===== src/sv/tpps_pkg.sv =====
package tpps_pkg;

  localparam int TABLE_DEPTH = 128;
  localparam int ADDR_W = (TABLE_DEPTH > 1) ? $clog2(TABLE_DEPTH) : 1;
  localparam logic [7:0] DEPTH_CNT = 8'(TABLE_DEPTH);
  localparam int POT_W = 10;

  typedef struct packed {
    logic [7:0] a1;
    logic [6:0] a2;
    logic [6:0] a3;
    logic [5:0] a4;
  } pose_t;

  localparam int POSE_W = $bits(pose_t);

  typedef struct packed {
    logic load;
    logic exec;
  } cmd_t;

endpackage


===== src/sv/teach_playback_pose_sequencer_unit.sv =====
// Channel   Signals                                         Handshake
// -------   ----------------------------------------------  ------------------------
// item in   press_x press_o press_a pot_one..pot_four       start high, busy low
// result    drive_valid angle_one..angle_four mode_now      done high for one cycle
//           pose_count play_position
//
// For each item, the accept edge latches the inputs and reads the pose
// table at the playback index; the next cycle runs the menu step on that read data
// and the divide-by-1023 pot scaling, and registers the result.
// done is high in the cycle after busy; start may be taken in that same cycle.
// Synchronous reset clears the menu, the counters and the per-entry valid flags,
// so unwritten table entries read as zero; no clearing pass is needed.
// The receiver cannot stall: each result is shown for one cycle only.
module teach_playback_pose_sequencer_unit (
  input  logic       clk,
  input  logic       rst,
  input  logic       start,
  output logic       busy,
  input  logic       press_x,
  input  logic       press_o,
  input  logic       press_a,
  input  logic [9:0] pot_one,
  input  logic [9:0] pot_two,
  input  logic [9:0] pot_three,
  input  logic [9:0] pot_four,
  output logic       done,
  output logic       drive_valid,
  output logic [7:0] angle_one,
  output logic [6:0] angle_two,
  output logic [6:0] angle_three,
  output logic [5:0] angle_four,
  output logic [2:0] mode_now,
  output logic [7:0] pose_count,
  output logic [7:0] play_position
);

  tpps_pkg::cmd_t cmd;

  tpps_ctrl u_ctrl (
    .clk   (clk),
    .rst   (rst),
    .start (start),
    .cmd   (cmd),
    .busy  (busy)
  );

  tpps_dp u_dp (
    .clk           (clk),
    .rst           (rst),
    .cmd           (cmd),
    .press_x       (press_x),
    .press_o       (press_o),
    .press_a       (press_a),
    .pot_one       (pot_one),
    .pot_two       (pot_two),
    .pot_three     (pot_three),
    .pot_four      (pot_four),
    .done          (done),
    .drive_valid   (drive_valid),
    .angle_one     (angle_one),
    .angle_two     (angle_two),
    .angle_three   (angle_three),
    .angle_four    (angle_four),
    .mode_now      (mode_now),
    .pose_count    (pose_count),
    .play_position (play_position)
  );

endmodule


===== src/sv/tpps_ram.sv =====
module tpps_ram #(
  parameter int WIDTH = 8,
  parameter int DEPTH = 16,
  localparam int AW = (DEPTH > 1) ? $clog2(DEPTH) : 1
) (
  input  logic             clk,
  input  logic             we,
  input  logic [AW-1:0]    waddr,
  input  logic [WIDTH-1:0] wdata,
  input  logic             re,
  input  logic [AW-1:0]    raddr,
  output logic [WIDTH-1:0] rdata
);

  logic [WIDTH-1:0] mem [DEPTH];

  always_ff @(posedge clk) begin
    if (we) begin
      mem[waddr] <= wdata;
    end
    if (re) begin
      rdata <= mem[raddr];
    end
  end

endmodule


===== src/sv/tpps_scale.sv =====
module tpps_scale (
  input  logic [tpps_pkg::POT_W-1:0] pot_one,
  input  logic [tpps_pkg::POT_W-1:0] pot_two,
  input  logic [tpps_pkg::POT_W-1:0] pot_three,
  input  logic [tpps_pkg::POT_W-1:0] pot_four,
  output tpps_pkg::pose_t            pose
);

  // Truncating divide by 1023: estimate x*1025/2^20, then one correction step.
  function automatic logic [7:0] div1023(input logic [17:0] x);
    logic [18:0] sum;
    logic [8:0]  q0;
    logic [18:0] prod;
    logic [18:0] rem;
    sum  = {1'b0, x} + {11'd0, x[17:10]};
    q0   = sum[18:10];
    prod = {q0, 10'd0} - {10'd0, q0};
    rem  = {1'b0, x} - prod;
    if (rem >= 19'd1023) begin
      div1023 = q0[7:0] + 8'd1;
    end else begin
      div1023 = q0[7:0];
    end
  endfunction

  logic [17:0] x_one;
  logic [17:0] x_two;
  logic [17:0] x_three;
  logic [17:0] x_four;
  logic [7:0]  q_one;
  logic [7:0]  q_two;
  logic [7:0]  q_three;
  logic [7:0]  q_four;
  logic [7:0]  rev_four;

  assign x_one   = 18'(pot_one) * 18'd180;
  assign x_two   = 18'(pot_two) * 18'd90;
  assign x_three = 18'(pot_three) * 18'd90;
  assign x_four  = 18'(pot_four) * 18'd50;

  assign q_one   = div1023(x_one);
  assign q_two   = div1023(x_two);
  assign q_three = div1023(x_three);
  assign q_four  = div1023(x_four);

  // Joint four runs on a reversed scale.
  assign rev_four = 8'd50 - q_four;

  assign pose.a1 = q_one;
  assign pose.a2 = q_two[6:0];
  assign pose.a3 = q_three[6:0];
  assign pose.a4 = rev_four[5:0];

endmodule


===== src/sv/tpps_ctrl.sv =====
module tpps_ctrl (
  input  logic             clk,
  input  logic             rst,
  input  logic             start,
  output tpps_pkg::cmd_t   cmd,
  output logic             busy
);

  typedef enum logic [1:0] {
    PH_IDLE = 2'b01,
    PH_EXEC = 2'b10
  } phase_t;

  phase_t phase;
  phase_t phase_next;

  always_comb begin
    phase_next = phase;
    unique case (phase)
      PH_IDLE: begin
        if (start) begin
          phase_next = PH_EXEC;
        end
      end
      PH_EXEC: phase_next = PH_IDLE;
      default: phase_next = PH_IDLE;
    endcase
  end

  always_ff @(posedge clk) begin
    if (rst) begin
      phase <= PH_IDLE;
    end else begin
      phase <= phase_next;
    end
  end

  assign busy     = (phase == PH_EXEC);
  assign cmd.load = start && (phase == PH_IDLE);
  assign cmd.exec = (phase == PH_EXEC);

endmodule


===== src/sv/tpps_dp.sv =====
module tpps_dp (
  input  logic                       clk,
  input  logic                       rst,
  input  tpps_pkg::cmd_t             cmd,
  input  logic                       press_x,
  input  logic                       press_o,
  input  logic                       press_a,
  input  logic [tpps_pkg::POT_W-1:0] pot_one,
  input  logic [tpps_pkg::POT_W-1:0] pot_two,
  input  logic [tpps_pkg::POT_W-1:0] pot_three,
  input  logic [tpps_pkg::POT_W-1:0] pot_four,
  output logic                       done,
  output logic                       drive_valid,
  output logic [7:0]                 angle_one,
  output logic [6:0]                 angle_two,
  output logic [6:0]                 angle_three,
  output logic [5:0]                 angle_four,
  output logic [2:0]                 mode_now,
  output logic [7:0]                 pose_count,
  output logic [7:0]                 play_position
);

  typedef enum logic [6:0] {
    MENU_IDLE    = 7'b0000001,
    MENU_RUNARM  = 7'b0000010,
    MENU_RUNNING = 7'b0000100,
    MENU_ADDARM  = 7'b0001000,
    MENU_ADDING  = 7'b0010000,
    MENU_ASK     = 7'b0100000,
    MENU_ERASE   = 7'b1000000
  } menu_t;

  localparam logic [2:0] CODE_IDLE    = 3'd0;
  localparam logic [2:0] CODE_RUNARM  = 3'd1;
  localparam logic [2:0] CODE_RUNNING = 3'd2;
  localparam logic [2:0] CODE_ADDARM  = 3'd3;
  localparam logic [2:0] CODE_ADDING  = 3'd4;
  localparam logic [2:0] CODE_ASK     = 3'd5;
  localparam logic [2:0] CODE_ERASE   = 3'd6;

  function automatic logic [2:0] menu_code(input menu_t m);
    logic [2:0] c;
    unique case (m)
      MENU_IDLE:    c = CODE_IDLE;
      MENU_RUNARM:  c = CODE_RUNARM;
      MENU_RUNNING: c = CODE_RUNNING;
      MENU_ADDARM:  c = CODE_ADDARM;
      MENU_ADDING:  c = CODE_ADDING;
      MENU_ASK:     c = CODE_ASK;
      MENU_ERASE:   c = CODE_ERASE;
      default:      c = CODE_IDLE;
    endcase
    return c;
  endfunction

  // latched item
  logic                       px_q;
  logic                       po_q;
  logic                       pa_q;
  logic [tpps_pkg::POT_W-1:0] pot_one_q;
  logic [tpps_pkg::POT_W-1:0] pot_two_q;
  logic [tpps_pkg::POT_W-1:0] pot_three_q;
  logic [tpps_pkg::POT_W-1:0] pot_four_q;

  // menu state
  menu_t      menu;
  logic       refresh;
  logic [7:0] pose_total;
  logic [7:0] play_index;
  logic       going_fwd;
  logic       keep_run;
  logic       ping_pong;

  logic [tpps_pkg::TABLE_DEPTH-1:0] entry_valid;
  logic                             valid_q;

  tpps_pkg::pose_t                    live_pose;
  logic [tpps_pkg::POSE_W-1:0]        rd_bits;
  tpps_pkg::pose_t                    rd_pose;
  tpps_pkg::pose_t                    stored_pose;

  // step results
  menu_t                       menu_next;
  logic                        refresh_next;
  logic [7:0]                  total_next;
  logic [7:0]                  index_next;
  logic                        fwd_next;
  logic                        keep_next;
  logic                        pp_next;
  logic                        drv_next;
  tpps_pkg::pose_t             pose_next;
  logic                        wr_step;
  logic [tpps_pkg::ADDR_W-1:0] wr_addr;
  logic                        wr_en;

  tpps_scale u_scale (
    .pot_one   (pot_one_q),
    .pot_two   (pot_two_q),
    .pot_three (pot_three_q),
    .pot_four  (pot_four_q),
    .pose      (live_pose)
  );

  tpps_ram #(
    .WIDTH (tpps_pkg::POSE_W),
    .DEPTH (tpps_pkg::TABLE_DEPTH)
  ) u_ram (
    .clk   (clk),
    .we    (wr_en),
    .waddr (wr_addr),
    .wdata (tpps_pkg::POSE_W'(live_pose)),
    .re    (cmd.load),
    .raddr (play_index[tpps_pkg::ADDR_W-1:0]),
    .rdata (rd_bits)
  );

  assign rd_pose = tpps_pkg::pose_t'(rd_bits);

  // Entries past the table or never written read as zero.
  assign stored_pose = (valid_q && (play_index < tpps_pkg::DEPTH_CNT)) ? rd_pose : '0;

  always_comb begin
    menu_next    = menu;
    refresh_next = refresh;
    total_next   = pose_total;
    index_next   = play_index;
    fwd_next     = going_fwd;
    keep_next    = keep_run;
    pp_next      = ping_pong;
    drv_next     = 1'b0;
    pose_next    = '0;
    wr_step      = 1'b0;
    wr_addr      = '0;

    // settle a pending menu refresh first
    if (refresh_next) begin
      unique case (menu_next)
        MENU_IDLE, MENU_ADDING, MENU_ASK, MENU_ERASE: refresh_next = 1'b0;
        MENU_RUNARM: begin
          keep_next = 1'b1;
          menu_next = MENU_RUNNING;
        end
        MENU_RUNNING: begin
          drv_next     = 1'b1;
          pose_next    = stored_pose;
          refresh_next = 1'b0;
        end
        MENU_ADDARM: begin
          menu_next    = MENU_ADDING;
          refresh_next = 1'b0;
        end
        default: refresh_next = refresh_next;
      endcase
    end

    if (px_q) begin
      if (menu_next == MENU_IDLE && total_next == '0) begin
        menu_next    = MENU_ADDARM;
        refresh_next = 1'b1;
      end
      if (menu_next == MENU_ERASE) begin
        total_next   = '0;
        menu_next    = MENU_IDLE;
        refresh_next = 1'b1;
      end
      if (menu_next == MENU_ADDING) begin
        // drop the capture when the table is full
        if (total_next < tpps_pkg::DEPTH_CNT) begin
          wr_step    = 1'b1;
          wr_addr    = total_next[tpps_pkg::ADDR_W-1:0];
          total_next = total_next + 8'd1;
        end
        refresh_next = 1'b1;
      end
      if (menu_next == MENU_RUNNING) begin
        if (pp_next) begin
          index_next = fwd_next ? index_next + 8'd1 : index_next - 8'd1;
          if (({1'b0, index_next} + 9'd1 >= {1'b0, total_next}) && keep_next) begin
            fwd_next = 1'b0;
          end
          if (index_next == '0) begin
            fwd_next = 1'b1;
          end
        end else begin
          if (({1'b0, index_next} + 9'd1 >= {1'b0, total_next}) && keep_next) begin
            index_next = '0;
          end else begin
            index_next = index_next + 8'd1;
          end
        end
        if (!keep_next && ((index_next >= total_next) ||
                           (index_next == 8'd1 && fwd_next))) begin
          menu_next  = MENU_IDLE;
          index_next = '0;
        end
        refresh_next = 1'b1;
      end
      if (menu_next == MENU_ASK) begin
        pp_next      = 1'b1;
        menu_next    = MENU_IDLE;
        refresh_next = 1'b1;
      end
    end

    if (po_q) begin
      if (total_next != '0 && menu_next == MENU_IDLE) begin
        index_next   = '0;
        menu_next    = MENU_RUNARM;
        refresh_next = 1'b1;
      end
      if (menu_next == MENU_ERASE) begin
        menu_next    = MENU_IDLE;
        refresh_next = 1'b1;
      end
      if (menu_next == MENU_ASK) begin
        pp_next      = 1'b0;
        menu_next    = MENU_IDLE;
        refresh_next = 1'b1;
      end
    end

    if (pa_q) begin
      if (menu_next == MENU_IDLE && total_next != '0) begin
        menu_next    = MENU_ERASE;
        refresh_next = 1'b1;
      end
      if (menu_next == MENU_ADDING) begin
        menu_next    = MENU_ASK;
        refresh_next = 1'b1;
      end
      if (menu_next == MENU_RUNNING) begin
        keep_next = 1'b0;
      end
    end

    // live pose follows the pots while recording
    if (menu_next == MENU_ADDING) begin
      drv_next  = 1'b1;
      pose_next = live_pose;
    end
  end

  assign wr_en = cmd.exec && wr_step;

  always_ff @(posedge clk) begin
    if (cmd.load) begin
      px_q        <= press_x;
      po_q        <= press_o;
      pa_q        <= press_a;
      pot_one_q   <= pot_one;
      pot_two_q   <= pot_two;
      pot_three_q <= pot_three;
      pot_four_q  <= pot_four;
      valid_q     <= entry_valid[play_index[tpps_pkg::ADDR_W-1:0]];
    end
    if (cmd.exec) begin
      drive_valid   <= drv_next;
      angle_one     <= pose_next.a1;
      angle_two     <= pose_next.a2;
      angle_three   <= pose_next.a3;
      angle_four    <= pose_next.a4;
      mode_now      <= menu_code(menu_next);
      pose_count    <= total_next;
      play_position <= index_next;
    end
  end

  always_ff @(posedge clk) begin
    if (rst) begin
      menu        <= MENU_IDLE;
      refresh     <= 1'b0;
      pose_total  <= '0;
      play_index  <= '0;
      going_fwd   <= 1'b1;
      keep_run    <= 1'b0;
      ping_pong   <= 1'b0;
      entry_valid <= '0;
      done        <= 1'b0;
    end else begin
      done <= cmd.exec;
      if (cmd.exec) begin
        menu       <= menu_next;
        refresh    <= refresh_next;
        pose_total <= total_next;
        play_index <= index_next;
        going_fwd  <= fwd_next;
        keep_run   <= keep_next;
        ping_pong  <= pp_next;
      end
      if (wr_en) begin
        entry_valid[wr_addr] <= 1'b1;
      end
    end
  end

endmodule


===== config.mk =====
export PLATFORM = sky130hd
export DESIGN_NAME = teach_playback_pose_sequencer_unit
export DESIGN_NICKNAME = d
export VERILOG_FILES = /design/src/sv/tpps_pkg.sv /design/src/sv/teach_playback_pose_sequencer_unit.sv /design/src/sv/tpps_ram.sv /design/src/sv/tpps_scale.sv /design/src/sv/tpps_ctrl.sv /design/src/sv/tpps_dp.sv
export SDC_FILE = /design/constraint.sdc
export NUM_CORES = 2
export LEC_CHECK = 0
export BUFFER_PORTS_ARGS = -buffer_cell sky130_fd_sc_hd__buf_2
export CAP_MARGIN = 20
export CORE_UTILIZATION = 40
export CTS_CLUSTER_DIAMETER = 80
export CTS_CLUSTER_SIZE = 30
export DETAILED_ROUTE_END_ITERATION = 12
export GPL_ROUTABILITY_DRIVEN = 0
export HOLD_SLACK_MARGIN = 0.08
export PLACE_DENSITY = 0.53
export SYNTH_ARGS = -nofsm -noshare
export SYNTH_HDL_FRONTEND = slang
export SYNTH_HIERARCHICAL = 1
export SYNTH_SLANG_ARGS = --single-unit

===== constraint.sdc =====
create_clock -name clk -period 16.4 [get_ports clk]
set_clock_uncertainty 0.1 [all_clocks]
set_input_delay 2.46 -clock clk [delete_from_list [all_inputs] [get_ports clk]]
set_output_delay 2.46 -clock clk [all_outputs]
set_load 0.01 [all_outputs]

**Word level (Yosys, flattened, before mapping)**

Memories as Yosys holds them, arrays and structs flattened. A register that Yosys moved wholly into a read port is not among the register bits.
Index checks and enable logic that the tools add are counted.

- Register bits: 250
- Latch bits: 0
- Memory bits (writable): 3584
- Memory bits (read-only): 0
- Bits of input ports: 46
- Output and inout port bits: 50
- Logic and storage cells: 202
- Memories: 1

Memories:

| memory | depth | width | rd ports | clocked after Yosys merged registers in | wr ports | line | RTL |
|---|---|---|---|---|---|---|---|
| u_dp.u_ram.mem | 128 | 28 | 1 | 1 | 1 | tpps_ram.sv:15 | `logic [WIDTH-1:0] mem [DEPTH];` |

- Add/sub/neg operators: 22
- $mul: 4
- Div/mod/pow operators: 0
- $lt $le $gt $ge: 12
- Eq/ne operators: 27
- Shift-type cells: 0
- Mux-type cells: 89
- Bitwise logic cells: 2
- Reductions and logical operators: 19

Operator list:

| operator | count |
|---|---|
| $mux 7 | 26 |
| $mux 8 | 17 |
| $or 128x128->128 | 1 |
| $mux 28 | 4 |
| $ge 19x10->1 const B | 4 |
| $mul 10x6->16 const B | 3 |
| $sub 17x19->19 | 2 |
| $sub 18x8->19 | 2 |
| $mux 1 | 37 |
| $add 17x7->18 | 2 |
| $eq 7x1->1 const B | 4 |
| $eq 7x3->1 const B | 4 |
| $eq 7x5->1 const B | 4 |
| $eq 7x6->1 const B | 4 |
| $eq 7x7->1 const B | 4 |
| $add 8x1->8 const B | 3 |
| $add 18x8->19 | 1 |
| $sub 17x18->19 | 1 |
| $sub 18x19->19 | 1 |
| $sub 19x9->19 | 1 |
| $add 8x1->9 const B | 2 |
| $ge 9x8->1 | 2 |
| $pmux 3 s6 | 1 |
| $sub 17x7->18 | 1 |
| 28 further kinds | 44 |

**Logic depth before layout (Yosys ltp)**

- Word-level depth: 50
- Mapped depth: 47
- Depth with buffers taken out: 46

**Cells and area by module**

Netlist, hierarchy kept.

By module, submodules not included:

| module | times used | cells each | area each (um2) | sequential area each (um2) |
|---|---|---|---|---|
| tpps_ram | 1 | 5264 | 137107.7 | 108464.0 |
| tpps_dp | 1 | 1203 | 11977.7 | 5885.6 |
| tpps_scale | 1 | 1229 | 9639.2 | 0.0 |
| tpps_ctrl | 1 | 7 | 87.6 | 40.0 |

**Least setup slack after synthesis**

OpenSTA, ideal clock, no wires.

- Path kind: register to register
- From: register u_dp/pot_four_q[6] (netlist name)
- To: memory u_dp/u_ram/mem[0][4] (netlist name), data pin
- Setup time: 0.934 ns
- Arrival: 15.221 ns
- Setup slack: 0.145 ns
- Cell stages (with the launch flop): 40
- Buffers on the path: 2
- Period minus slack after synthesis: 16.255 ns
- Cells stage by stage: edfxtp_1 ha_1 ha_1 inv_1 fa_1 inv_1 ha_1 inv_1 o221a_2 o21bai_1 a21oi_1 xnor2_1 ha_1 a21o_1 nor2_1 o21ai_0 a211o_1 o21ai_1 [... 4 more ...] clkbuf_1 a21o_1 ha_1 a21oi_1 o21ai_0 o2111ai_1 a211oi_1 nand4_1 nor3_1 a211o_1 nor4_4 buf_6 xnor2_1 ha_1 a21oi_1 nor3_1 nor2_1 xnor2_1

RTL lines:

| item | line | RTL |
|---|---|---|
| from (decl) | tpps_dp.sv:63 | `logic [tpps_pkg::POT_W-1:0] pot_four_q;` |
| from (signal assigned) | tpps_dp.sv:253 | `pot_four_q <= pot_four;` |
| to (decl) | tpps_ram.sv:15 |  |

==> impl_metrics.py <==
metrics = {
    "power_and_ir_drop": {
        "ir_drop_mv": 0.5143,
        "power.switching_mw": 11.18,
        "clkPwrFrac_pct": 17.5,
        "netSwitchingFraction_pct": 35.00,
        "p_leak_nw": 52.71,
        "intPower_mw": 20.76,
        "power_frac_seq_pct": 52.2,
        "power_mw": 31.93,
        "power.density_nw_per_um2": 183.9,
        "p_comb_share_pct": 30.3,
    },
    "die": {
        "die_area_um2": 399600,
        "std_cell_rows": 231,
        "ioPinCount": 96,
        "fp.dieH_um": 632.1,
        "core_area_um2": 395400,
        "start_util_pct": 40.17,
        "die_w_um": 632.1,
    },
    "hold_path": {
        "hp-class": "reg -> reg",
    },
    "yosys": {
        "ys.warnings.count": 6,
        "synth_mux_area_share_pct": 17.57,
        "async_flop_share_pct": 0,
        "synth_xor_area_share_pct": 0.8698,
        "synth_area_leaders": "edfxtp_1, mux4_2, ha_1",
        "syn_nets": 8084,
        "synth_top_area_cell": "edfxtp_1",
        "synth_commonest_cells": "edfxtp_1, mux4_2, nor2_1",
        "synth_top_family_by_area": "multiplexers",
        "synth_seq_cells": 3862,
        "synthSimpleGateAreaFrac_pct": 2.653,
        "ys_types": 109,
        "synth_most_common_cell": "edfxtp_1",
        "synthAdderAreaFrac_pct": 2.871,
        "synth_area_um2": 158800,
        "synthCells": 7703,
        "synth_edf_count": 3704,
        "ys_seq_area_share_pct": 72.03,
        "synth-compound-area-share_pct": 2.404,
        "synth_top_area_share_pct": 70.04,
        "synth_top_flop_cell": "edfxtp_1",
        "avgSynthCellArea_um2": 20.62,
    },
    "job": {
        "maxCapViolCount": 0,
    },
    "setup_path": {
        "crit_type": "reg -> reg",
        "worst_path_most_repeated_cell": "ha_1",
        "crit_fanout": 84,
        "crit_path_end_kind": "register",
        "crit_slowest_cell": "xor2_1",
        "cpPeakStageDelay_ps": 810,
        "worst_ep_required_time_ps": 16900,
        "worst_setup_path_start_kind": "register",
        "worstPathArrival_ps": 12470,
    },
    "grt": {
        "grt-busiest-layer": "met2",
        "grt_max_degree": 135,
        "overflow": 0,
        "grt.met1_usage_pct": 31.47,
        "grtUsageMet2_pct": 35.15,
        "grtUsageTotal_pct": 21.58,
        "first_global_vias": 79240,
        "grtUsageMet3_pct": 2.680,
        "grt_first_pass_wirelength_um": 611100,
        "antenna_found_initial": 42,
    },
    "clock_network": {
        "clk_path_buf_depth": 4,
        "tritoncts": "built",
        "post-cts-setup-buffer-count": 0,
        "cts.sinks": 3862,
        "cts_hold_buffers": 0,
        "clk_pin_slew_ps": 90,
        "worst_skew_pair.late_latency_ps": 950,
        "htree_num_levels": 4,
        "cts-root-buf": "clkbuf_16",
        "cts_resized": 0,
        "numCtsBuffers": 177,
    },
    "route": {
        "vias": 78770,
        "wirelength_um": 434300,
        "wl_per_cell_um": 32.75,
        "drc": 0,
        "vias_per_cell": 5.941,
        "dr.first_iter.drc_count": 8938,
        "drtAntennaViolNets": 0,
        "dr.pass1.iters": 5,
    },
    "cells_and_area": {
        "post-route-util_pct": 43.92,
        "n_fill_cell": 33460,
        "area_delta_synth_final_pct": 9.344,
        "regArea_um2": 114400,
        "drive_gt1_share_pct": 26.41,
        "multi_input_area_um2": 43150,
        "final_cells": 13260,
        "post-route-cell-area_um2": 173700,
        "fin_nets": 8243,
    },
    "timing": {
        "drv_slew": 0,
        "setup_viol": 0,
        "fin_ws_ps": 4435,
        "timing.hold.ws_ps": 371.6,
        "relSlewSlack_pct": 24.49,
        "max_freq_mhz": 83.58,
        "tns_ps": 0,
        "worst_pin_slew_ps": 1133,
        "final.min_clock_period_ps": 11960,
        "timing.final.crit_share_pct": 72.96,
        "hold_viol": 0,
        "rsz0062_at_grt": "no",
    },
    "place": {
        "place_inst": 12920,
        "place_ws_ps": 4525,
        "dpl_cell_area_um2": 167600,
        "io_buffers": 95,
        "dp_hpwl_um": 240800,
    },
    "outcome": {
        "status": "complete, no violations",
    },
}
==> power groups by stage <==
stage	clock [mW]	sequential, mW	combinational (mW)
5_1_grt	6.02	16.7	10.6
4_1_cts	5.74	16.7	9.82
3_5_place_dp	0	16.9	9.80
6_report	5.58	16.7	9.67
2_1_floorplan	0	17.8	5.12
3_3_place_gp	0	16.9	9.25
==> sequential cells by signal (all words and copies together) (netlist names), 2 cells and up <==
signal,flops
u_dp/pose_count,8
u_ctrl/phase,2
u_dp/u_ram/mem,3584
u_dp/play_position,8
u_dp/angle_four,6
u_dp/pose_total,8
u_dp/menu,7
u_dp/u_ram/rdata,28
u_dp/angle_three,7
u_dp/angle_one,8
u_dp/pot_one_q,10
u_dp/play_index,8
u_dp/pot_two_q,10
u_dp/entry_valid,128
u_dp/mode_now,3
u_dp/pot_three_q,10
u_dp/pot_four_q,10
u_dp/angle_two,7
==> cells by family (layout without fill, tap and decap cells) <==
kind of cell	Yosys count	after routing
adder cells (fa/ha/maj)	335	335
flip-flops	3862	3862
other	0	42
AND/OR/NAND/NOR	867	867
XOR/XNOR	149	149
AO/OA/AOI/OAI	587	587
buffers and inverters	638	910
multiplexers	1265	1265
==> layer usage <==
metal  up-vias  share of wire, %
li1      32010                 -
met2      2633                48
met1     43770                43
met3       354               6.5
met5         -            0.0028
met4         2               2.0
==> cell usage in the layout, fill, tap and decap left out, types with 30 or more instances in the layout <==
cell / count
a22o_1: 30
diode_2: 42
nor2b_1: 32
edfxtp_1: 3704
o21ai_0: 71
nor3_1: 46
nor2_1: 251
nor2_4: 120
ha_1: 286
nand3_1: 55
mux2_2: 35
buf_2: 95
clkbuf_16: 181
nand2_1: 132
inv_1: 269
mux4_2: 1214
fa_1: 49
nand2b_1: 37
nand4_1: 32
a21oi_1: 251
dfxtp_1: 151
xnor2_1: 98
buf_4: 238
==> final cells by class <==
class | instances | share of cell area [%]
clock inverter | 103 | 0.7846
clock buffer | 189 | 2.626
tap | 5242 | 3.777
multi-input combinational | 3203 | 24.85
timing repair buffer | 345 | 1.428
antenna | 42 | 0.06052
inverter | 273 | 0.5916
sequential | 3862 | 65.89
==> worst paths after layout <==
check                        from                endpoint  slack (ps)  cells past startpoint
min          u_dp/entry_valid[34]    u_dp/entry_valid[34]         370                      2
min reg2reg  u_dp/entry_valid[34]    u_dp/entry_valid[34]         370                      2
max            u_dp/pot_four_q[4]  u_dp/u_ram/mem[120][4]        4440                     41
max reg2reg    u_dp/pot_four_q[4]  u_dp/u_ram/mem[120][4]        4440                     41
==> worst max-delay path: cells and delay by family (launching register included) <==
family                   cells  cell delay, ps
AND/OR/NAND/NOR             10            1780
AO/OA/AOI/OAI               15            3190
flip-flops                   1             450
adder cells (fa/ha/maj)      7            2550
XOR/XNOR                     4            1630
buffers and inverters        5            1740
(Power assumes the default switching activity.)
